## src/sv/ccrs_pkg.sv

```systemverilog
package ccrs_pkg;

	// Default sizing of the scanner
	localparam int MAX_CELLS_DEF     = 64;
	localparam int POSITION_BITS_DEF = 24;
	localparam int ROW_BITS_DEF      = 20;

	// Field widths of the result item
	localparam int CELLS_OUT_W = 7;
	localparam int ROW_OUT_W   = 20;
	localparam int POS_OUT_W   = 24;

	// Configuration port
	localparam int PADDR_W = 3;
	localparam int PDATA_W = 32;
	localparam int REG_IDX_W = 1;
	localparam logic [REG_IDX_W-1:0] REG_DELIMITER       = 1'd0;
	localparam logic [REG_IDX_W-1:0] REG_FIRST_ROW_NAMES = 1'd1;
	localparam logic [7:0] DELIMITER_RESET = 8'd44;

	// Row terminator bytes
	localparam logic [7:0] CHAR_NL  = 8'h0A;
	localparam logic [7:0] CHAR_NUL = 8'h00;

	// Status codes
	localparam logic [1:0] ST_OK       = 2'd0;
	localparam logic [1:0] ST_WIDTH    = 2'd1;
	localparam logic [1:0] ST_TOO_MANY = 2'd2;

	typedef struct packed {
		logic [7:0] delimiter;
		logic       first_row_names;
	} ccrs_cfg_t;

	typedef struct packed {
		logic [7:0] data_byte;
		logic       is_last;
	} ccrs_in_t;

	typedef struct packed {
		logic [7:0]             out_byte;
		logic                   cell_end;
		logic                   row_end;
		logic [CELLS_OUT_W-1:0] row_cells;
		logic [ROW_OUT_W-1:0]   row_number;
		logic                   trailing_delimiter;
		logic [1:0]             status;
		logic                   done_res;
		logic [ROW_OUT_W-1:0]   total_rows;
		logic [CELLS_OUT_W-1:0] total_columns;
		logic [POS_OUT_W-1:0]   header_length;
		logic                   no_separator_warning;
	} ccrs_out_t;

endpackage

```

## src/sv/ccrs_cfg_regs.sv

```systemverilog
module ccrs_cfg_regs (
	input  logic                          clk,
	input  logic                          arst_n,
	input  logic                          psel,
	input  logic                          penable,
	input  logic                          pwrite,
	input  logic [ccrs_pkg::PADDR_W-1:0]  paddr,
	input  logic [ccrs_pkg::PDATA_W-1:0]  pwdata,
	output logic [ccrs_pkg::PDATA_W-1:0]  prdata,
	output logic                          pready,
	output ccrs_pkg::ccrs_cfg_t           cfg
);
	import ccrs_pkg::*;

	ccrs_cfg_t              cfg_q;
	logic [REG_IDX_W-1:0]   reg_idx;
	logic                   wr_en;

	assign reg_idx = paddr[PADDR_W-1:2];
	assign wr_en   = psel & penable & pwrite;
	assign pready  = 1'b1;
	assign cfg     = cfg_q;

	// Write the addressed register on the access cycle
	always_ff @(posedge clk or negedge arst_n) begin
		if (!arst_n) begin
			cfg_q.delimiter       <= DELIMITER_RESET;
			cfg_q.first_row_names <= 1'b0;
		end else if (wr_en) begin
			case (reg_idx)
				REG_DELIMITER:       cfg_q.delimiter       <= pwdata[7:0];
				REG_FIRST_ROW_NAMES: cfg_q.first_row_names <= pwdata[0];
				default: ;
			endcase
		end
	end

	// Return the addressed register
	always_comb begin
		prdata = '0;
		case (reg_idx)
			REG_DELIMITER:       prdata = {{(PDATA_W-8){1'b0}}, cfg_q.delimiter};
			REG_FIRST_ROW_NAMES: prdata = {{(PDATA_W-1){1'b0}}, cfg_q.first_row_names};
			default:             prdata = '0;
		endcase
	end

endmodule

```

## src/sv/ccrs_scan_core.sv

```systemverilog
module ccrs_scan_core #(
	parameter int MAX_CELLS     = ccrs_pkg::MAX_CELLS_DEF,
	parameter int POSITION_BITS = ccrs_pkg::POSITION_BITS_DEF,
	parameter int ROW_BITS      = ccrs_pkg::ROW_BITS_DEF
) (
	input  logic                 clk,
	input  logic                 arst_n,
	input  ccrs_pkg::ccrs_cfg_t  cfg,
	input  logic                 step,
	input  ccrs_pkg::ccrs_in_t   item,
	output ccrs_pkg::ccrs_out_t  result
);
	import ccrs_pkg::*;

	localparam int CW = $clog2(MAX_CELLS + 1);
	localparam int PB = POSITION_BITS;
	localparam int RB = ROW_BITS;
	localparam logic [CW-1:0] CELLS_LIMIT = CW'(MAX_CELLS);

	// Scan state
	logic [PB-1:0] byte_pos_q;
	logic [CW-1:0] cells_q;
	logic [CW-1:0] expected_q;
	logic [RB-1:0] rows_q;
	logic          after_delim_q;
	logic [PB-1:0] name_len_q;
	logic [1:0]    error_q;
	logic          seen_q;

	logic [PB-1:0] byte_pos_n;
	logic [CW-1:0] cells_n;
	logic [CW-1:0] expected_n;
	logic [RB-1:0] rows_n;
	logic          after_delim_n;
	logic [PB-1:0] name_len_n;
	logic [1:0]    error_n;
	logic          seen_n;

	logic [7:0]    b;
	logic          last;
	logic          is_term;
	logic          is_delim;
	logic          full;
	logic [CW-1:0] cells_p1;
	logic [PB:0]   pos_p1;
	logic [PB:0]   pos_p2;
	logic [7:0]    ob;
	logic          ce;
	logic          re;
	logic          tr;
	logic [CW-1:0] rc;
	logic          fin;
	logic [CW-1:0] fin_cells;
	logic [PB:0]   fin_pos;
	logic [PB-1:0] fin_pos_sat;

	assign b        = item.data_byte;
	assign last     = item.is_last;
	assign is_term  = (b == CHAR_NL) || (b == CHAR_NUL);
	assign is_delim = (b == cfg.delimiter);
	assign full     = (cells_q >= CELLS_LIMIT);
	assign cells_p1 = cells_q + 1'b1;
	assign pos_p1   = {1'b0, byte_pos_q} + 1'b1;
	assign pos_p2   = {1'b0, byte_pos_q} + 2'd2;
	assign fin_pos_sat = fin_pos[PB] ? {PB{1'b1}} : fin_pos[PB-1:0];

	// Classify the byte and work out the next state
	always_comb begin
		ob            = b;
		ce            = 1'b0;
		re            = 1'b0;
		tr            = 1'b0;
		rc            = '0;
		fin           = 1'b0;
		fin_cells     = cells_q;
		fin_pos       = pos_p1;
		cells_n       = cells_q;
		expected_n    = expected_q;
		rows_n        = rows_q;
		after_delim_n = after_delim_q;
		name_len_n    = name_len_q;
		error_n       = error_q;

		if (error_q == ST_OK) begin
			if (after_delim_q && is_term) begin
				// trailing delimiter: terminator kept, no extra cell
				re  = 1'b1;
				tr  = 1'b1;
				rc  = cells_q;
				fin = 1'b1;
			end else if (is_delim) begin
				if (full) begin
					error_n = ST_TOO_MANY;
				end else begin
					ob            = CHAR_NUL;
					ce            = 1'b1;
					cells_n       = cells_p1;
					after_delim_n = 1'b1;
					if (last) begin
						re        = 1'b1;
						tr        = 1'b1;
						rc        = cells_p1;
						fin       = 1'b1;
						fin_cells = cells_p1;
						fin_pos   = pos_p2;
					end
				end
			end else if (is_term) begin
				if (full) begin
					error_n = ST_TOO_MANY;
				end else begin
					ob        = CHAR_NUL;
					ce        = 1'b1;
					re        = 1'b1;
					rc        = cells_p1;
					fin       = 1'b1;
					fin_cells = cells_p1;
				end
			end else begin
				after_delim_n = 1'b0;
				if (last) begin
					if (full) begin
						error_n = ST_TOO_MANY;
					end else begin
						// virtual terminator closes the cell and row
						ce        = 1'b1;
						re        = 1'b1;
						rc        = cells_p1;
						fin       = 1'b1;
						fin_cells = cells_p1;
						fin_pos   = pos_p2;
					end
				end
			end

			// Complete the row and check its width against the first row
			if (fin) begin
				if ((rows_q == '0) && cfg.first_row_names)
					name_len_n = fin_pos_sat;
				cells_n       = '0;
				after_delim_n = 1'b0;
				if ((expected_q != '0) && (expected_q != fin_cells)) begin
					error_n = ST_WIDTH;
				end else begin
					expected_n = fin_cells;
					if (rows_q != {RB{1'b1}})
						rows_n = rows_q + 1'b1;
				end
			end
		end

		seen_n     = seen_q | ((error_q == ST_OK) && (ob == CHAR_NUL));
		byte_pos_n = pos_p1[PB] ? {PB{1'b1}} : pos_p1[PB-1:0];
	end

	// Build the result item
	always_comb begin
		result                      = '0;
		result.out_byte             = ob;
		result.cell_end             = ce;
		result.row_end              = re;
		result.row_cells            = CELLS_OUT_W'(rc);
		result.row_number           = ROW_OUT_W'(rows_q);
		result.trailing_delimiter   = tr;
		result.status               = error_n;
		result.done_res             = last;
		if (last && (error_n == ST_OK)) begin
			result.total_rows           = ROW_OUT_W'(rows_n);
			result.total_columns        = CELLS_OUT_W'(expected_n);
			result.header_length        = POS_OUT_W'(name_len_n);
			result.no_separator_warning = ~seen_n;
		end
	end

	// Advance the state; clear it after the last byte of a file
	always_ff @(posedge clk or negedge arst_n) begin
		if (!arst_n) begin
			byte_pos_q    <= '0;
			cells_q       <= '0;
			expected_q    <= '0;
			rows_q        <= '0;
			after_delim_q <= 1'b0;
			name_len_q    <= '0;
			error_q       <= ST_OK;
			seen_q        <= 1'b0;
		end else if (step) begin
			if (last) begin
				byte_pos_q    <= '0;
				cells_q       <= '0;
				expected_q    <= '0;
				rows_q        <= '0;
				after_delim_q <= 1'b0;
				name_len_q    <= '0;
				error_q       <= ST_OK;
				seen_q        <= 1'b0;
			end else begin
				byte_pos_q    <= byte_pos_n;
				cells_q       <= cells_n;
				expected_q    <= expected_n;
				rows_q        <= rows_n;
				after_delim_q <= after_delim_n;
				name_len_q    <= name_len_n;
				error_q       <= error_n;
				seen_q        <= seen_n;
			end
		end
	end

endmodule

```

## src/sv/csv_cell_row_scanner.sv

```systemverilog
// CSV cell and row scanner. Takes one file byte per item on the byte channel
// and returns one result item per byte on the scan channel, one byte per
// cycle sustained while scan_stall is low; each byte passes through an input
// register and a result register with the scan logic between them.
// Delimiters and row terminators (newline, NUL) come out as zero with cell and
// row flags, except a terminator after a trailing delimiter, which is kept;
// each row's cell count is checked against the first row and against
// MAX_CELLS. The item for the byte marked is_last carries done_res, the totals,
// the header length and the no-separator warning, and the scan state is then
// cleared so that the next file may follow at once. Write the delimiter and
// first_row_names registers over the APB port only while no item is in flight.
module csv_cell_row_scanner #(
	parameter int MAX_CELLS     = ccrs_pkg::MAX_CELLS_DEF,
	parameter int POSITION_BITS = ccrs_pkg::POSITION_BITS_DEF,
	parameter int ROW_BITS      = ccrs_pkg::ROW_BITS_DEF
) (
	input  logic                          clk,
	input  logic                          arst_n,
	input  logic                          byte_valid,
	output logic                          byte_stall,
	input  ccrs_pkg::ccrs_in_t            byte_item,
	output logic                          scan_valid,
	input  logic                          scan_stall,
	output ccrs_pkg::ccrs_out_t           scan_result,
	input  logic                          psel,
	input  logic                          penable,
	input  logic                          pwrite,
	input  logic [ccrs_pkg::PADDR_W-1:0]  paddr,
	input  logic [ccrs_pkg::PDATA_W-1:0]  pwdata,
	output logic [ccrs_pkg::PDATA_W-1:0]  prdata,
	output logic                          pready
);
	import ccrs_pkg::*;

	ccrs_cfg_t cfg;
	ccrs_in_t  item_s1;
	logic      vld_s1;
	ccrs_out_t res_s2;
	logic      vld_s2;
	ccrs_out_t result;
	logic      advance;
	logic      take;

	ccrs_cfg_regs u_cfg (
		.clk     (clk),
		.arst_n  (arst_n),
		.psel    (psel),
		.penable (penable),
		.pwrite  (pwrite),
		.paddr   (paddr),
		.pwdata  (pwdata),
		.prdata  (prdata),
		.pready  (pready),
		.cfg     (cfg)
	);

	ccrs_scan_core #(
		.MAX_CELLS     (MAX_CELLS),
		.POSITION_BITS (POSITION_BITS),
		.ROW_BITS      (ROW_BITS)
	) u_core (
		.clk    (clk),
		.arst_n (arst_n),
		.cfg    (cfg),
		.step   (vld_s1 & advance),
		.item   (item_s1),
		.result (result)
	);

	// Move the item on when the result register is free or being emptied
	assign advance    = ~vld_s2 | ~scan_stall;
	assign byte_stall = vld_s1 & ~advance;
	assign take       = byte_valid & ~byte_stall;

	// Input register
	always_ff @(posedge clk or negedge arst_n) begin
		if (!arst_n) begin
			vld_s1 <= 1'b0;
		end else if (take) begin
			vld_s1 <= 1'b1;
		end else if (advance) begin
			vld_s1 <= 1'b0;
		end
	end

	always_ff @(posedge clk) begin
		if (take)
			item_s1 <= byte_item;
	end

	// Result register
	always_ff @(posedge clk or negedge arst_n) begin
		if (!arst_n) begin
			vld_s2 <= 1'b0;
		end else if (advance) begin
			vld_s2 <= vld_s1;
		end
	end

	always_ff @(posedge clk) begin
		if (advance && vld_s1)
			res_s2 <= result;
	end

	assign scan_valid  = vld_s2;
	assign scan_result = res_s2;

	// A result appears only for an item that sat in the input register
	a_result_from_item: assert property (@(posedge clk) disable iff (!arst_n)
		$rose(vld_s2) |-> $past(vld_s1))
		else $error("result appeared without an input item");

	// Totals are reported only on the last byte of a file
	a_totals_at_done: assert property (@(posedge clk) disable iff (!arst_n)
		(scan_valid && !scan_result.done_res) |->
		(scan_result.total_rows == '0 && scan_result.total_columns == '0 &&
		 scan_result.header_length == '0 && !scan_result.no_separator_warning))
		else $error("totals reported before the end of the file");

	// A trailing delimiter is only flagged on a completed row
	a_trailing_row: assert property (@(posedge clk) disable iff (!arst_n)
		(scan_valid && scan_result.trailing_delimiter) |-> scan_result.row_end)
		else $error("trailing delimiter without row end");

	// A row ends either on a closing cell or after a trailing delimiter
	a_row_closes: assert property (@(posedge clk) disable iff (!arst_n)
		(scan_valid && scan_result.row_end) |->
		(scan_result.cell_end || scan_result.trailing_delimiter))
		else $error("row ended without closing a cell");

endmodule
```

## config.mk

```make
export PLATFORM = sky130hd
export DESIGN_NAME = csv_cell_row_scanner
export DESIGN_NICKNAME = d
export VERILOG_FILES = /design/src/sv/ccrs_pkg.sv /design/src/sv/ccrs_cfg_regs.sv /design/src/sv/ccrs_scan_core.sv /design/src/sv/csv_cell_row_scanner.sv
export SDC_FILE = /design/constraint.sdc
export NUM_CORES = 1
export LEC_CHECK = 0
export BUFFER_PORTS_ARGS = -buffer_cell sky130_fd_sc_hd__buf_2
export CORE_UTILIZATION = 60
export CTS_CLUSTER_SIZE = 10
export DETAILED_ROUTE_END_ITERATION = 10
export GPL_TIMING_DRIVEN = 0
export PLACE_DENSITY = 0.84
export SLEW_MARGIN = 20
export SYNTH_ARGS = -nofsm -noshare
export SYNTH_HDL_FRONTEND = slang
export SYNTH_SLANG_ARGS = --single-unit
```

## constraint.sdc

```tcl
create_clock -name clk -period 10.67 [get_ports clk]
set_input_delay 1.067 -clock clk [delete_from_list [all_inputs] [get_ports clk]]
set_output_delay 1.067 -clock clk [all_outputs]
set_load 0.01 [all_outputs]
```

==> reports/metrics.csv, run 1 <==
metric;value;unit
CP max-delay cell;nor4_4;
adder-cell share of the synthesized area;0.940;%
CTS tree;built;
HPWL after detailed placement;21100;um
setup_tns;0;ns
Initial Utilization;61.6;%
top post-synthesis cells by count;edfxtp_1 (102), dfrtp_1 (94), nand2_1 (88);
Tot Pwr;2.42;mW
ANT nets after route;0;
CTS Buf Count;17;
Avg WL per Cell;20.4;um
Leak Pwr;4.92;nW
Hold Worst Slack;0.446;ns
worst hold path type;reg2reg;
Die Width;135;um
CP Max Fanout;10;
cts hold-fix bufs;0;
hold depth;0;
max incr delay on CP;0.53;ns
vias per cell;6.40;
YS warnings;0;
# resized after CTS;0;
ys async rst share;48.7;%
delay-heaviest family, CP;simple AND/OR/NAND/NOR gates;
Cells after Synth;1060;
initial antenna violation count;0;
crit path kind;reg2reg;
crit path cell chain;xor2_1 > nor4_4 > and2_1 > clkbuf_1 > a221o_1 > nand3_1 > a2111oi_2 > a31o_2 > o2111ai_1 > clkbuf_1 > nor3b_1;
Syn-to-layout area delta;15.6;%
count leader, synth;edfxtp_1;
Clock Tree Root;clkbuf_16;
sequential element share of the synthesized area;51.6;%
DRC violations left;0;
grt total ovfl;0;
Final #Nets;1289;
Avg Synthesized Cell Area;10.0;um^2
minimum clock period;4.55;ns
CP Data Required Time;10.86;ns
largest net degree at the start of global routing;78;
Startpoint Class;register;
PortBufs;126;
vias in the first global route;8512;
Top FF cell, synth;edfxtp_1;
CTS H-Tree Depth;4;
io pins;179;
Final Max Tran Viols;0;
Max Buffers Root-to-Sink;2;
Die Ht;135;um
detailed-router iteration count before antenna repair;8;
largest family of logic cells by synthesized area;simple AND/OR/NAND/NOR gates;
WP depth;11;
Worst Skew;0.0135;ns
most used cell, CP;clkbuf_1;
via count;9400;
CTS clk-pin slew, worst paths;0.07;ns
Yosys cell types;78;
fraction of synthesized area in multiplexers;1.34;%
Worst Reg-to-Reg Cells;11;
starting DRC count in detailed routing;1032;
Fin. Hold Viols;0;
post-CTS setup repair buffer count;0;
total wire length;29900;um
synth top area cells;edfxtp_1 (29%), dfrtp_1 (22%), a21oi_1 (4.0%), nand2_1 (3.1%), nor2_1 (2.6%);
die area;18300;um^2
fill count;1281;
global-route wire length before repair;46600;um
number of core rows;48;
core area;17300;um^2
slew margin rel.;29.7;%
Worst Tran Pin Value;1.03;ns
xor-xnor portion of the synthesized cell area;3.43;%
later-pin clock latency in the skew report;0.45;ns
number of max-cap violations;0;
unrepaired setup endpoints after global routing;no;
P per Cell Area;197;nW/um^2
endpoint type of the worst setup path;register;
Post-synth EDFFs;102;
clock sink total;199;
Core Util, Final;71.2;%
endpoints failing setup;0;
worst vdd ir;125;uV
CP arrival;4.74;ns
Yosys top cell by area;edfxtp_1;
Synth top area share;28.8;%
share of layout cells above drive strength 1;18.3;%
antenna cells;0;
status;finished, final reports clean;
Tcrit/Tclk final;42.6;%
Post-Synth Simple-Gate Area;18.8;%
total track usage;33.4;%
fmax;0.220;GHz
routability cong.;0.962;
Synth Area in Compound Gates;18.5;%
worst path bufs/invs;2;
Synth Register Bits;199;
Post-Syn Area;10700;um^2
==> area by class of cell <==
cell class / count / area, um^2 / area share [%]
multi-input cells: 761 / 4680 / 38.0
plain buffers: 106 / 507 / 4.12
well taps: 225 / 282 / 2.29
clock inverters: 15 / 163 / 1.32
clock buffers: 17 / 425 / 3.46
flip-flops and latches: 199 / 5490 / 44.6
repair buffers: 128 / 692 / 5.62
inverters: 17 / 63.8 / 0.518
==> through the flow <==
step,instances,instance area [um^2],setup WS (ns)
final,1468,12300,6.12
after detailed placement,1436,11700,6.27
after global placement,1434,11700,4.25
after floorplan,1083,10700,5.89
after CTS,1468,12300,6.29
after global routing,1468,12300,6.03
==> power by group <==
part           leakage, nW  internal (mW)  switching [mW]  total [mW]
registers             2.29          0.940          0.0893        1.03
clock network        0.281          0.333           0.318       0.652
logic                 2.35          0.223           0.518       0.741
total                 4.92           1.50           0.926        2.42
==> cells in the final DEF (no fill, tap or decap), types with 25 or more instances in the layout <==
| cell type | n |
|---|---|
| clkbuf_1 | 64 |
| nor2b_1 | 27 |
| nand2_1 | 88 |
| a21oi_1 | 86 |
| buf_4 | 25 |
| o21ai_0 | 44 |
| edfxtp_1 | 102 |
| nand3_1 | 43 |
| conb_1 | 25 |
| buf_2 | 134 |
| nor2_1 | 75 |
| dfrtp_1 | 94 |
| or3_1 | 29 |
==> routing by layer <==
metal / track usage [%] / part of all wire, % / vias to the layer above
met5: 0 / 0 / -
met4: 15.9 / 3.9 / 0
li1: - / - / 4245
met2: 52.1 / 47 / 586
met1: 45.7 / 41 / 4473
met3: 5.65 / 8.8 / 96
==> path summary, 6_finish.rpt <==
check,start,slack (ns),endpoint
min in group asynchronous,arst_n,0.46,u_cfg.cfg[8]$_DFFE_PN0P_
max reg2reg,item_s1[2]$_DFFE_PP_,6.12,scan_result[50]$_SDFFCE_PN0P_
min,u_core.rows_q[11]$_DFFE_PN0P_,0.45,scan_result[67]$_DFFE_PP_
max in group asynchronous,arst_n,9.51,u_core.rows_q[8]$_DFFE_PN0P_
max,item_s1[2]$_DFFE_PP_,6.12,scan_result[50]$_SDFFCE_PN0P_
min reg2reg,u_core.rows_q[11]$_DFFE_PN0P_,0.45,scan_result[67]$_DFFE_PP_
==> cells by family (layout without fill, tap and decap cells) <==
| kind of cell | count (synthesis) | after routing |
|---|---|---|
| XOR/XNOR | 40 | 40 |
| AO/OA/AOI/OAI | 292 | 292 |
| adder cells (fa/ha/maj) | 8 | 8 |
| flip-flops | 199 | 199 |
| multiplexers | 13 | 13 |
| other | 2 | 25 |
| buffers and inverters | 123 | 283 |
| AND/OR/NAND/NOR | 383 | 383 |
==> sequential cells by signal, summed over array words and instances, names as in the netlist <==
register              flops
scan_result              93
u_core.byte_pos_q        24
u_core.name_len_q        24
u_core.rows_q            20
item_s1                   9
u_cfg.cfg                 9
u_core.cells_q            7
u_core.expected_q         7
u_core.error_q            2
scan_valid                1
u_core.after_delim_q      1
u_core.seen_q             1
vld_s1                    1
Note: power is estimated with default switching activity, not from simulation.
==> run 2, diff against run 1 <==
- CORE_UTILIZATION: 60 -> 57
- PLACE_DENSITY: 0.84 -> 0.81
- clock period: 10.67 -> 4.42 ns (I/O delays scaled with it)
==> reports/metrics.csv, run 2 (synthesis gave the netlist of run 1 again) <==
metric;value;unit
fmax;0.234;GHz
number of core rows;49;
launch point of the worst path;item_s1[7]$_DFFE_PP_;
largest net degree at the start of global routing;77;
Hold Crit Endpoint;item_s1[0]$_DFFE_PP_;
max FFs per register;93;
Tcrit/Tclk final;96.8;%
fill count;1391;
Die Width;139;um
RR Endpoint;scan_result[1]$_SDFFCE_PN0P_;
vias per cell;6.34;
endpoints failing setup;0;
ANT nets after route;0;
Tot Pwr;5.87;mW
placed cell area;11700;um^2
HPWL after detailed placement;20700;um
P per Cell Area;474;nW/um^2
total wire length;29600;um
CTS tree;built;
antenna cells;0;
Reg-to-Reg Start;item_s1[7]$_DFFE_PP_;
Final #Nets;1291;
CP Data Required Time;4.61;ns
minimum clock period;4.28;ns
starting DRC count in detailed routing;1019;
post-route cell area;12400;um^2
Avg WL per Cell;20.1;um
Placed Cells;1441;
clock sink total;199;
grt total ovfl;0;
worst hold path type;in2reg;
worst vdd ir;300;uV
slew margin rel.;34.0;%
CTS Buf Count;17;
io pins;179;
core area;18100;um^2
Leak Pwr;4.96;nW
Die Ht;139;um
commonest non-fill, non-tap cells in the layout;buf_2 (134), edfxtp_1 (102), dfrtp_1 (94);
via count;9349;
later-pin clock latency in the skew report;0.45;ns
PortBufs;126;
CP Max Fanout;10;
DRC violations left;11;
hold path startpoint;byte_item[0];
crit path cell chain;or4_4 > nor3_4 > a21boi_4 > o211a_1 > xor3_1 > a2111oi_2 > a31o_2 > o2111ai_2 > clkbuf_2 > nor3_1;
violated checks;design-rule violations;
setup_tns;0;ns
Max Buffers Root-to-Sink;2;
CTS H-Tree Depth;4;
crit path kind;reg2reg;
Syn-to-layout area delta;16.2;%
Core Util, Final;68.2;%
unrepaired setup endpoints after global routing;yes;
worst slack, placed;0.0581;ns
vias in the first global route;8704;
Initial Utilization;58.7;%
initial antenna violation count;0;
hold depth;1;
Startpoint Class;register;
Fin. Hold Viols;0;
global-route wire length before repair;46800;um
Hold Worst Slack;0.166;ns
CP arrival;4.47;ns
total track usage;31.3;%
Worst Reg-to-Reg Cells;10;
detailed-router iteration count before antenna repair;9;
Clock Tree Root;clkbuf_16;
Worst Tran Pin Value;0.963;ns
routability cong.;0.946;
status;finished with violations;
share of layout cells above drive strength 1;18.7;%
non-filler cells, final;1474;
number of max-cap violations;0;
most common cell after layout, fill and taps aside;buf_2;
R2R Setup Slk;0.14;ns
post-route setup slack;0.141;ns
endpoint type of the worst setup path;register;
max incr delay on CP;0.63;ns
CP max-delay cell;or4_4;
die area;19200;um^2
Final Max Tran Viols;0;
CTS clk-pin slew, worst paths;0.07;ns
Worst Skew;0.00976;ns
==> run 2: cell types whose count changed in the layout (fill, tap and decap cells not counted), sizes merged <==
cell | previous run | this run
dlygate4sd3 | 0 | 1
inv | 24 | 23
clkinvlp | 3 | 1
buf | 169 | 170
clkbuf | 82 | 85
==> run 2: worst max-delay path: cells and delay by family (launching register included) <==
kind / cells / cell delay (ns)
compound gates: 5 / 1.55
flops: 1 / 0.47
buf+inv: 1 / 0.37
xor+xnor: 1 / 0.25
simple gates: 3 / 1.39
==> run 2: per-layer routing <==
metal	track usage, %	wire length, um	up-vias
met3	5.08	2350	87
met2	48.4	13700	533
met5	0	0	-
met4	16.0	1150	0
li1	-	-	4239
met1	42.9	12400	4490
==> run 2: how the worst max path moves through the flow <==
stage / endpoint / slack [ns] / cells past startpoint
final: scan_result[1]$_SDFFCE_PN0P_ / 0.14 / 10
after floorplan: u_core.byte_pos_q[3]$_DFFE_PN0P_ / 0.27 / 6
after detailed placement: scan_result[1]$_SDFFCE_PN0P_ / 0.06 / 10
after CTS: scan_result[1]$_SDFFCE_PN0P_ / 0.14 / 10
after global placement: u_core.byte_pos_q[3]$_DFFE_PN0P_ / -1.37 / 7
after global routing: scan_result[50]$_SDFFCE_PN0P_ / -0.02 / 14
==> run 2: final cells by class <==
class,instances,area (um^2),share of cell area [%]
multi-input cells,761,4700,38.0
clock inverters,12,129,1.04
repair buffers,130,722,5.83
plain buffers,106,509,4.11
flip-flops and latches,199,5490,44.4
clock buffers,20,479,3.87
well taps,229,287,2.31
inverters,17,63.8,0.515
==> run 2: power breakdown <==
group | switching, mW | internal (mW)
registers | 0.214 | 2.27
clock network | 0.754 | 0.864
logic | 1.23 | 0.543
total | 2.20 | 3.68
==> run 2: what timing repair did <==
item,4_1_cts,5_1_grt
setup endpoints to repair,1,3
setup buffers,0,0
hold buffers,1,0
hold endpoints to repair,18,0
resized for setup,1,6
